`src/sv/dctw_pkg.sv`:
```
// Shared types, constants and helper functions for the DMA chain tag walker.
package dctw_pkg;

    localparam int unsigned ADDR_W      = 32;
    localparam int unsigned WORD_W      = 32;
    localparam int unsigned COUNT_W     = 16;
    localparam int unsigned APB_ADDR_W  = 4;
    localparam int unsigned APB_DATA_W  = 32;
    localparam int unsigned S_TDATA_W   = 160;
    localparam int unsigned S_TUSER_W   = 1;
    localparam int unsigned M_TDATA_W   = 184;
    localparam int unsigned M_TUSER_W   = 4;
    localparam int unsigned STACK_DEPTH_DEF = 2;

    localparam logic [ADDR_W-1:0] ADDR_LOW  = 32'h0010_0000;
    localparam logic [ADDR_W-1:0] ADDR_HIGH = 32'h0200_0000;
    localparam logic [ADDR_W-1:0] QWORD_BYTES = 32'd16;

    // Configuration register indexes (byte address = 4 * index).
    localparam logic [1:0] REG_TAG_XFER = 2'd0;
    localparam logic [1:0] REG_VIF_EN   = 2'd1;
    localparam logic [1:0] REG_GIF_EN   = 2'd2;
    localparam logic [1:0] REG_SKIP     = 2'd3;

    // Input item kinds.
    localparam logic OP_START = 1'b0;
    localparam logic OP_STEP  = 1'b1;

    typedef enum logic [2:0] {
        TAG_REFE = 3'd0,
        TAG_CNT  = 3'd1,
        TAG_NEXT = 3'd2,
        TAG_REF  = 3'd3,
        TAG_REFS = 3'd4,
        TAG_CALL = 3'd5,
        TAG_RET  = 3'd6,
        TAG_END  = 3'd7
    } tag_id_t;

    typedef enum logic [1:0] {
        ERR_NONE     = 2'd0,
        ERR_CALL_OVF = 2'd1,
        ERR_RET_UNF  = 2'd2,
        ERR_ADDR     = 2'd3
    } err_code_t;

    typedef enum logic [1:0] {
        FWD_NONE = 2'd0,
        FWD_VIF  = 2'd1,
        FWD_GIF  = 2'd2
    } fwd_target_t;

    typedef enum logic [1:0] {
        FIRST_ALL   = 2'd0,
        FIRST_UPPER = 2'd2
    } fwd_first_t;

    typedef struct packed {
        logic tag_xfer_en;
        logic vif_en;
        logic gif_en;
        logic skip_data;
    } cfg_t;

    typedef struct packed {
        logic              operation;
        logic [ADDR_W-1:0] start_addr;
        logic [WORD_W-1:0] word0;
        logic [WORD_W-1:0] word1;
        logic [WORD_W-1:0] word2;
        logic [WORD_W-1:0] word3;
    } in_item_t;

    typedef struct packed {
        logic [ADDR_W-1:0]  tag_addr;
        logic [ADDR_W-1:0]  data_addr;
        logic [COUNT_W-1:0] quad_count;
        tag_id_t            last_id;
        logic               stopped;
        err_code_t          err;
    } walk_state_t;

    typedef struct packed {
        logic [ADDR_W-1:0]  fetch_addr;
        logic               fetch_valid;
        fwd_target_t        forward_target;
        fwd_first_t         forward_first;
        logic [WORD_W-1:0]  out_word0;
        logic [WORD_W-1:0]  out_word1;
        logic [WORD_W-1:0]  out_word2;
        logic [WORD_W-1:0]  out_word3;
        tag_id_t            current_tag;
        logic [COUNT_W-1:0] remaining_count;
        logic               chain_done;
        err_code_t          error_code;
    } result_t;

    function automatic logic addr_bad(input logic [ADDR_W-1:0] a);
        addr_bad = (a < ADDR_LOW) || (a > ADDR_HIGH);
    endfunction

    // Byte length of a block of quadwords, zero-extended to the address width.
    function automatic logic [ADDR_W-1:0] qw_bytes(input logic [COUNT_W-1:0] n);
        qw_bytes = {{(ADDR_W-COUNT_W-4){1'b0}}, n, 4'b0000};
    endfunction

endpackage

```
`src/sv/dctw_step.sv`:
```
// Next-state and result logic for one item of the chain walker.
module dctw_step #(
    parameter int unsigned STACK_DEPTH = dctw_pkg::STACK_DEPTH_DEF,
    parameter int unsigned LVL_W       = $clog2(STACK_DEPTH + 1)
) (
    input  dctw_pkg::cfg_t               cfg,
    input  dctw_pkg::in_item_t           item,
    input  dctw_pkg::walk_state_t        state,
    input  logic [LVL_W-1:0]             level,
    input  logic [dctw_pkg::ADDR_W-1:0]  stack_rd_data,
    output dctw_pkg::walk_state_t        state_next,
    output logic [LVL_W-1:0]             level_next,
    output logic                         push_en,
    output logic [dctw_pkg::ADDR_W-1:0]  push_data,
    output dctw_pkg::result_t            result
);
    import dctw_pkg::*;

    localparam logic [LVL_W-1:0] DEPTH_LVL = LVL_W'(STACK_DEPTH);

    logic [ADDR_W-1:0] next16;
    logic [ADDR_W-1:0] tag_span;
    logic              data_on;
    tag_id_t           id;

    always_comb
    begin
        next16   = state.tag_addr + QWORD_BYTES;
        tag_span = qw_bytes(item.word0[COUNT_W-1:0]);
        data_on  = cfg.vif_en || cfg.gif_en;
        id       = tag_id_t'(item.word0[30:28]);

        state_next = state;
        level_next = level;
        push_en    = 1'b0;
        push_data  = next16 + tag_span;
        result     = '0;

        if (item.operation == OP_START)
        begin
            state_next.stopped    = 1'b0;
            state_next.quad_count = '0;
            state_next.err        = ERR_NONE;
            state_next.tag_addr   = item.start_addr;
            level_next            = '0;
        end
        else if (!state.stopped)
        begin
            if (state.quad_count == '0)
            begin
                // The fetched quadword is a tag.
                if (addr_bad(state.tag_addr))
                begin
                    state_next.stopped = 1'b1;
                    state_next.err     = ERR_ADDR;
                end
                else
                begin
                    state_next.last_id    = id;
                    state_next.quad_count = item.word0[COUNT_W-1:0];
                    if (cfg.vif_en && cfg.tag_xfer_en)
                    begin
                        result.forward_target = FWD_VIF;
                        result.forward_first  = FIRST_UPPER;
                        result.out_word2      = item.word2;
                        result.out_word3      = item.word3;
                    end
                    case (id)
                        TAG_CNT:
                        begin
                            state_next.data_addr = next16;
                            state_next.tag_addr  = next16 + tag_span;
                        end
                        TAG_REF, TAG_REFE, TAG_REFS:
                        begin
                            state_next.data_addr = item.word1;
                            state_next.tag_addr  = next16;
                        end
                        TAG_NEXT:
                        begin
                            state_next.data_addr = next16;
                            state_next.tag_addr  = item.word1;
                        end
                        TAG_CALL:
                        begin
                            if (level >= DEPTH_LVL)
                            begin
                                state_next.stopped = 1'b1;
                                state_next.err     = ERR_CALL_OVF;
                            end
                            else
                            begin
                                state_next.data_addr = next16;
                                state_next.tag_addr  = item.word1;
                                push_en              = 1'b1;
                                level_next           = level + 1'b1;
                            end
                        end
                        TAG_RET:
                        begin
                            if (level == '0 || level > DEPTH_LVL)
                            begin
                                state_next.stopped = 1'b1;
                                state_next.err     = ERR_RET_UNF;
                            end
                            else
                            begin
                                state_next.data_addr = next16;
                                state_next.tag_addr  = stack_rd_data;
                                level_next           = level - 1'b1;
                            end
                        end
                        default:
                        begin
                            state_next.data_addr = next16;
                        end
                    endcase
                end
            end
            else if (cfg.skip_data)
            begin
                // The whole data block is passed over in one step.
                state_next.data_addr  = state.data_addr + qw_bytes(state.quad_count);
                state_next.quad_count = '0;
            end
            else if (data_on && addr_bad(state.data_addr))
            begin
                state_next.stopped = 1'b1;
                state_next.err     = ERR_ADDR;
            end
            else
            begin
                state_next.data_addr  = state.data_addr + QWORD_BYTES;
                state_next.quad_count = state.quad_count - 1'b1;
                if (data_on)
                begin
                    result.forward_target = cfg.vif_en ? FWD_VIF : FWD_GIF;
                    result.forward_first  = FIRST_ALL;
                    result.out_word0      = item.word0;
                    result.out_word1      = item.word1;
                    result.out_word2      = item.word2;
                    result.out_word3      = item.word3;
                end
            end

            if (!state_next.stopped && state_next.quad_count == '0 &&
                (state_next.last_id == TAG_END || state_next.last_id == TAG_REFE))
            begin
                state_next.stopped = 1'b1;
            end
        end

        if (!state_next.stopped)
        begin
            if (state_next.quad_count == '0)
            begin
                result.fetch_addr  = state_next.tag_addr;
                result.fetch_valid = 1'b1;
            end
            else if (!cfg.skip_data && data_on)
            begin
                result.fetch_addr  = state_next.data_addr;
                result.fetch_valid = 1'b1;
            end
        end
        result.current_tag     = state_next.last_id;
        result.remaining_count = state_next.quad_count;
        result.chain_done      = state_next.stopped;
        result.error_code      = state_next.err;
    end

endmodule

```
`src/sv/dma_chain_tag_walker.sv`:
```
// Top level of the source-chain DMA tag walker: handshakes, state and config registers.
//
//  Port group   Dir   Contents
//  s_*          in    item beat: tuser = operation, tdata = start_addr, word0..word3
//  m_*          out   result beat: tuser = forward target/first, tdata = status and words
//  p*           in    APB register port, four one-bit registers at 0x0, 0x4, 0x8, 0xC
//
// Each item is captured in the input register and then decoded into the output
// register; one beat is taken per cycle while the result side is not stalled.
// The walker state updates as an item moves into the output register.
// A stalled result holds in the output register while one more beat waits in the
// input register. Reset leaves the chain stopped until a start beat arrives.
module dma_chain_tag_walker #(
    parameter int unsigned STACK_DEPTH = dctw_pkg::STACK_DEPTH_DEF
) (
    input  logic                               clk,
    input  logic                               rst_n,
    input  logic                               s_tvalid,
    output logic                               s_tready,
    // [31:0] start_addr, [63:32] word0, [95:64] word1, [127:96] word2, [159:128] word3
    input  logic [dctw_pkg::S_TDATA_W-1:0]     s_tdata,
    // [0] operation
    input  logic [dctw_pkg::S_TUSER_W-1:0]     s_tuser,
    output logic                               m_tvalid,
    input  logic                               m_tready,
    // [31:0] fetch_addr, [32] fetch_valid, [64:33] out_word0, [96:65] out_word1,
    // [128:97] out_word2, [160:129] out_word3, [163:161] current_tag,
    // [179:164] remaining_count, [180] chain_done, [182:181] error_code, [183] zero
    output logic [dctw_pkg::M_TDATA_W-1:0]     m_tdata,
    // [1:0] forward_target, [3:2] forward_first
    output logic [dctw_pkg::M_TUSER_W-1:0]     m_tuser,
    input  logic                               psel,
    input  logic                               penable,
    input  logic                               pwrite,
    input  logic [dctw_pkg::APB_ADDR_W-1:0]    paddr,
    input  logic [dctw_pkg::APB_DATA_W-1:0]    pwdata,
    output logic [dctw_pkg::APB_DATA_W-1:0]    prdata,
    output logic                               pready
);
    import dctw_pkg::*;

    localparam int unsigned LVL_W = $clog2(STACK_DEPTH + 1);
    localparam int unsigned IDX_W = (STACK_DEPTH > 1) ? $clog2(STACK_DEPTH) : 1;

    cfg_t              cfg_reg;
    cfg_t              cfg_next;
    logic              in_valid_reg;
    logic              in_valid_next;
    in_item_t          in_item_reg;
    logic              out_valid_reg;
    logic              out_valid_next;
    result_t           out_reg;
    result_t           step_result;
    walk_state_t       state_reg;
    walk_state_t       state_next;
    logic [LVL_W-1:0]  level_reg;
    logic [LVL_W-1:0]  level_next;
    logic [ADDR_W-1:0] stack_reg [STACK_DEPTH];
    logic [LVL_W-1:0]  level_dec;
    logic [IDX_W-1:0]  rd_idx;
    logic [IDX_W-1:0]  wr_idx;
    logic              push_en;
    logic [ADDR_W-1:0] push_data;
    logic              out_adv;
    logic              step_fire;
    logic              in_accept;
    logic              cfg_write;

    // APB register port.
    assign pready    = 1'b1;
    assign cfg_write = psel && penable && pwrite && pready;

    always_comb
    begin
        cfg_next = cfg_reg;
        if (cfg_write)
        begin
            case (paddr[3:2])
                REG_TAG_XFER: cfg_next.tag_xfer_en = pwdata[0];
                REG_VIF_EN:   cfg_next.vif_en      = pwdata[0];
                REG_GIF_EN:   cfg_next.gif_en      = pwdata[0];
                REG_SKIP:     cfg_next.skip_data   = pwdata[0];
                default:      cfg_next             = cfg_reg;
            endcase
        end
    end

    always_comb
    begin
        prdata = '0;
        case (paddr[3:2])
            REG_TAG_XFER: prdata[0] = cfg_reg.tag_xfer_en;
            REG_VIF_EN:   prdata[0] = cfg_reg.vif_en;
            REG_GIF_EN:   prdata[0] = cfg_reg.gif_en;
            REG_SKIP:     prdata[0] = cfg_reg.skip_data;
            default:      prdata    = '0;
        endcase
    end

    // Two-register pipeline; the input register drains whenever the output one can load.
    assign out_adv   = !out_valid_reg || m_tready;
    assign step_fire = in_valid_reg && out_adv;
    assign s_tready  = !in_valid_reg || out_adv;
    assign in_accept = s_tvalid && s_tready;

    always_comb
    begin
        in_valid_next = in_valid_reg;
        if (in_accept)
        begin
            in_valid_next = 1'b1;
        end
        else if (step_fire)
        begin
            in_valid_next = 1'b0;
        end

        out_valid_next = out_valid_reg;
        if (step_fire)
        begin
            out_valid_next = 1'b1;
        end
        else if (m_tready)
        begin
            out_valid_next = 1'b0;
        end
    end

    // Return stack: pushes go to the current level, pops read the entry below it.
    assign level_dec = level_reg - 1'b1;
    assign rd_idx    = level_dec[IDX_W-1:0];
    assign wr_idx    = level_reg[IDX_W-1:0];

    dctw_step #(
        .STACK_DEPTH (STACK_DEPTH),
        .LVL_W       (LVL_W)
    ) u_step (
        .cfg           (cfg_reg),
        .item          (in_item_reg),
        .state         (state_reg),
        .level         (level_reg),
        .stack_rd_data (stack_reg[rd_idx]),
        .state_next    (state_next),
        .level_next    (level_next),
        .push_en       (push_en),
        .push_data     (push_data),
        .result        (step_result)
    );

    always_ff @(posedge clk or negedge rst_n)
    begin
        if (!rst_n)
        begin
            cfg_reg       <= '0;
            in_valid_reg  <= 1'b0;
            out_valid_reg <= 1'b0;
            state_reg     <= '{tag_addr: '0, data_addr: '0, quad_count: '0,
                               last_id: TAG_REFE, stopped: 1'b1, err: ERR_NONE};
            level_reg     <= '0;
        end
        else
        begin
            cfg_reg       <= cfg_next;
            in_valid_reg  <= in_valid_next;
            out_valid_reg <= out_valid_next;
            if (step_fire)
            begin
                state_reg <= state_next;
                level_reg <= level_next;
            end
        end
    end

    always_ff @(posedge clk)
    begin
        if (in_accept)
        begin
            in_item_reg.operation  <= s_tuser[0];
            in_item_reg.start_addr <= s_tdata[31:0];
            in_item_reg.word0      <= s_tdata[63:32];
            in_item_reg.word1      <= s_tdata[95:64];
            in_item_reg.word2      <= s_tdata[127:96];
            in_item_reg.word3      <= s_tdata[159:128];
        end
        if (step_fire)
        begin
            out_reg <= step_result;
        end
        if (step_fire && push_en)
        begin
            stack_reg[wr_idx] <= push_data;
        end
    end

    assign m_tvalid = out_valid_reg;
    assign m_tdata  = {1'b0,
                       out_reg.error_code,
                       out_reg.chain_done,
                       out_reg.remaining_count,
                       out_reg.current_tag,
                       out_reg.out_word3,
                       out_reg.out_word2,
                       out_reg.out_word1,
                       out_reg.out_word0,
                       out_reg.fetch_valid,
                       out_reg.fetch_addr};
    assign m_tuser  = {out_reg.forward_first, out_reg.forward_target};

    a_level_bound: assert property (@(posedge clk) disable iff (!rst_n)
        level_reg <= LVL_W'(STACK_DEPTH))
        else $error("return stack level beyond its depth");

    a_running_no_error: assert property (@(posedge clk) disable iff (!rst_n)
        !state_reg.stopped |-> state_reg.err == ERR_NONE)
        else $error("chain running with an error code set");

    a_fetch_only_running: assert property (@(posedge clk) disable iff (!rst_n)
        m_tvalid && out_reg.fetch_valid |-> !out_reg.chain_done)
        else $error("fetch requested by a stopped chain");

    a_no_fwd_no_words: assert property (@(posedge clk) disable iff (!rst_n)
        m_tvalid && out_reg.forward_target == FWD_NONE |->
            out_reg.forward_first == FIRST_ALL && out_reg.out_word0 == '0 &&
            out_reg.out_word2 == '0 && out_reg.out_word3 == '0)
        else $error("words present on a beat with no forward target");

endmodule

```
`config.mk`:
```
export PLATFORM = sky130hd
export DESIGN_NAME = dma_chain_tag_walker
export DESIGN_NICKNAME = d
export VERILOG_FILES = /design/src/sv/dctw_pkg.sv /design/src/sv/dctw_step.sv /design/src/sv/dma_chain_tag_walker.sv
export SDC_FILE = /design/constraint.sdc
export NUM_CORES = 1
export LEC_CHECK = 0
export BUFFER_PORTS_ARGS = -buffer_cell sky130_fd_sc_hd__buf_4
export CORE_UTILIZATION = 42
export DETAILED_ROUTE_END_ITERATION = 12
export SLEW_MARGIN = 20
export SYNTH_ARGS = -nofsm -noshare
export SYNTH_HDL_FRONTEND = slang
export SYNTH_SLANG_ARGS = --single-unit
```
`constraint.sdc`:
```
create_clock -name clk -period 15.2 [get_ports clk]
set_input_delay 2.28 -clock clk [delete_from_list [all_inputs] [get_ports clk]]
set_output_delay 2.28 -clock clk [all_outputs]
set_load 0.05 [all_outputs]
```
==> metrics <==
initial core utilization 0.425; Synth area leader edfxtp_1; pre-CTS WS 9.19 ns; crit start category flop; LEAKAGE roughly 12 nW; most common cell in the netlist edfxtp_1; Largest stage delay, worst path 0.90 ns; hold_buf cts 0; Max clock buf depth 3; Rows 88; first-pass GRT wire length about 120000 um; number of port buffers 359; unrepaired setup endpoints after global routing no; antenna viol nets, final 0; initial antenna violation count 1; Clk network pwr share 0.289; die area roughly 59000 sq um; CTS sink cnt 505; synthesized cell area 24500 sq um; DRC viols 0; CTS Buf Count 55; CP max-delay cell nand3_1; Final Hold Viols 0; Synth area leaders edfxtp_1 50%, dfrtp_1 9.5%, nand2_1 3.8%, and2_1 3.6%, o21ai_0 3.1%; sequential share of the synthesized area 0.600; via count 18900; CTS root buffer clkbuf_16; final worst setup slack 8.98 ns; Post-Synthesis Cells 2114; cell-internal power 0.00323 W; Data arrival, critical path 6.57 ns; gp weighted congestion a little over 0.9; share of synthesized flip-flops with an asynchronous set or reset 0.186; antenna diode count 0; post-synth top area share 0.504; switching share of power 0.391; Comb power frac 0.348; Achievable Freq 161 MHz; vias per cell 5.80; initial DRC count 1984; number of flops mapped to enable cells by yosys 411; Final #Nets 2688; vias in the first global route 18200; die width ~240 um; Slew @ Worst Pin between 1 and 1.5 ns; HPWL Detailed between 50000 and 60000 um; Final setup viols 0; Overall Power roughly 0.0053 W; WHS between 0.4 and 0.5 ns; Final min period 6.22 ns; Main synth FF type edfxtp_1; Yosys reg bits ~510; drt total wl 80200 um; status completed; skew final 0.0238 ns; setup TNS after final layout 0 ns; CP dominant cell by count nand3_1; Die Span Y 243 um; routed len/inst 24.7 um; Setup Buffers After CTS 0; max cap viols 0; Slew Limit Fails 0; H-Tree Depth 2; post-route clock period utilization 0.409; endpoint class of the critical path flop; CTS tree yes; worst vdd ir 137 uV; distinct cell type count after synthesis 85; CP Class reg2reg; yosys warns 0; top cells by count, synth 411 x edfxtp_1, 249 x nand2_1, 150 x o21ai_0, 139 x and2_1, 113 x nor2_1; class of the worst hold path reg2reg; worst path bufs/invs 1; layout cell share with drive strength beyond 1 0.223; Gates resized, CTS repair 0; Largest register FFs 183; syn avg cell area 11.6 sq um; CORE AREA roughly 58000 sq um; cell family with most CP delay simple AND/OR/NAND/NOR gates; Power Density 177 nW/um^2; Slew headroom 0.255; P&R area growth vs syn 22.2%; non-filler instance count after layout 3249; net switching power figure about 0.0021 W; Tot GR Track Use 0.267; largest net degree at the start of global routing 95; CP Max Fanout 24; Clock Latency Late Sink about 0.63 ns; Worst-path clk slew 0.06 ns; Seq pwr share 0.363; Top Ports 427; placed insts 3147; worst path cell trace inv_1 > ha_1 > or3b_2 > or4_1 > nand3_1 > o21ai_0 > a221o_1 > nor4_1 > and3_1 > nand3_1 > o22ai_1; gr ovfl total 0; DR pass1 iterations 5; Required @ worst endpoint roughly 16 ns
layer usage:
| layer | routed length [um] | up-vias | share of wire | global-route usage |
|---|---|---|---|---|
| met5 | 0 | - | 0 | 0 |
| met4 | 3030 | 0 | 0.038 | 0.103 |
| met3 | 6180 | 150 | 0.077 | 0.0416 |
| met2 | 37300 | 928 | 0.47 | 0.424 |
| met1 | 33700 | 9259 | 0.42 | 0.369 |
| li1 | - | 8514 | - | - |
cell type report:
type                            instances  area [sq um]
Sequential cell                       505         14700
Timing Repair Buffer                  392          2960
Tap cell                              765           957
Clock inverter                         41           627
Fill cell                            5084         27700
Clock buffer                           61          1450
Inverter                               28           113
Multi-Input combinational cell       1457          9110
power by group through the flow:
stage,clock [W],combinational [W],sequential (W)
floorplan,0,0.00103,0.00207
global placement,0,0.00178,0.00194
detailed placement,0,0.00180,0.00194
CTS,0.00156,0.00181,0.00192
global route,0.00161,0.00195,0.00194
finish,0.00153,0.00184,0.00192
worst paths after layout:
check / start / slack (ns) / end / depth (start not counted)
setup reg to reg: state_reg[6] / 8.98 / m_tdata[22] / 11
hold / removal: state_reg[0] / 0.49 / state_reg[0] / 2
max in group asynchronous: rst_n / 12.29 / cfg_reg[1] / 2
setup / recovery: state_reg[6] / 8.98 / m_tdata[22] / 11
hold reg to reg: state_reg[0] / 0.49 / state_reg[0] / 2
min in group asynchronous: rst_n / 1.58 / state_reg[5] / 1
logic make-up after synthesis:
logic type	count (synthesis)	synth area share
AO/OA/AOI/OAI	492	0.133
XOR/XNOR	71	0.0254
adder cells (fa/ha/maj)	45	0.0236
buffers and inverters	184	0.0352
flip-flops	505	0.600
multiplexers	53	0.0233
other	2	0.000307
AND/OR/NAND/NOR	762	0.159
worst register-to-register path, delay by kind of cell (launching register included):
kind,cells,cell delay [ns]
flip-flops,1,0.45
AND/OR/NAND/NOR,6,3.76
AO/OA/AOI/OAI,3,1.22
buffers and inverters,1,0.16
adder cells (fa/ha/maj),1,0.37
layout by cell type, fill, tap and decap left out, types with 11 or more instances in the layout:
cell type / n
edfxtp_1: 411
buf_4: 391
nand2_1: 248
o21ai_0: 149
and2_1: 138
nor2_1: 111
dfrtp_1: 93
a21oi_1: 82
clkbuf_16: 57
nand3_1: 46
ha_1: 43
xnor2_1: 40
nor4_1: 36
conb_1: 34
nor3_1: 32
xor2_1: 31
mux2i_1: 31
a22oi_1: 27
inv_1: 25
a221oi_1: 25
and3_1: 24
nand4_1: 23
o22ai_1: 22
mux2_2: 21
or3_1: 20
a31oi_1: 19
a21o_1: 18
o31ai_1: 17
a211oi_1: 16
bufinv_16: 15
nand2b_1: 13
a221o_1: 13
or4_1: 11
o211ai_1: 11
stage by stage:
stage                     instance area (sq um)   util
final                                     29900  0.519
after CTS                                 29900  0.519
after floorplan                           24600      -
after global routing                      29900  0.519
after detailed placement                  27800  0.483
after global placement                    27800  0.483
(Power assumes the default switching activity.)
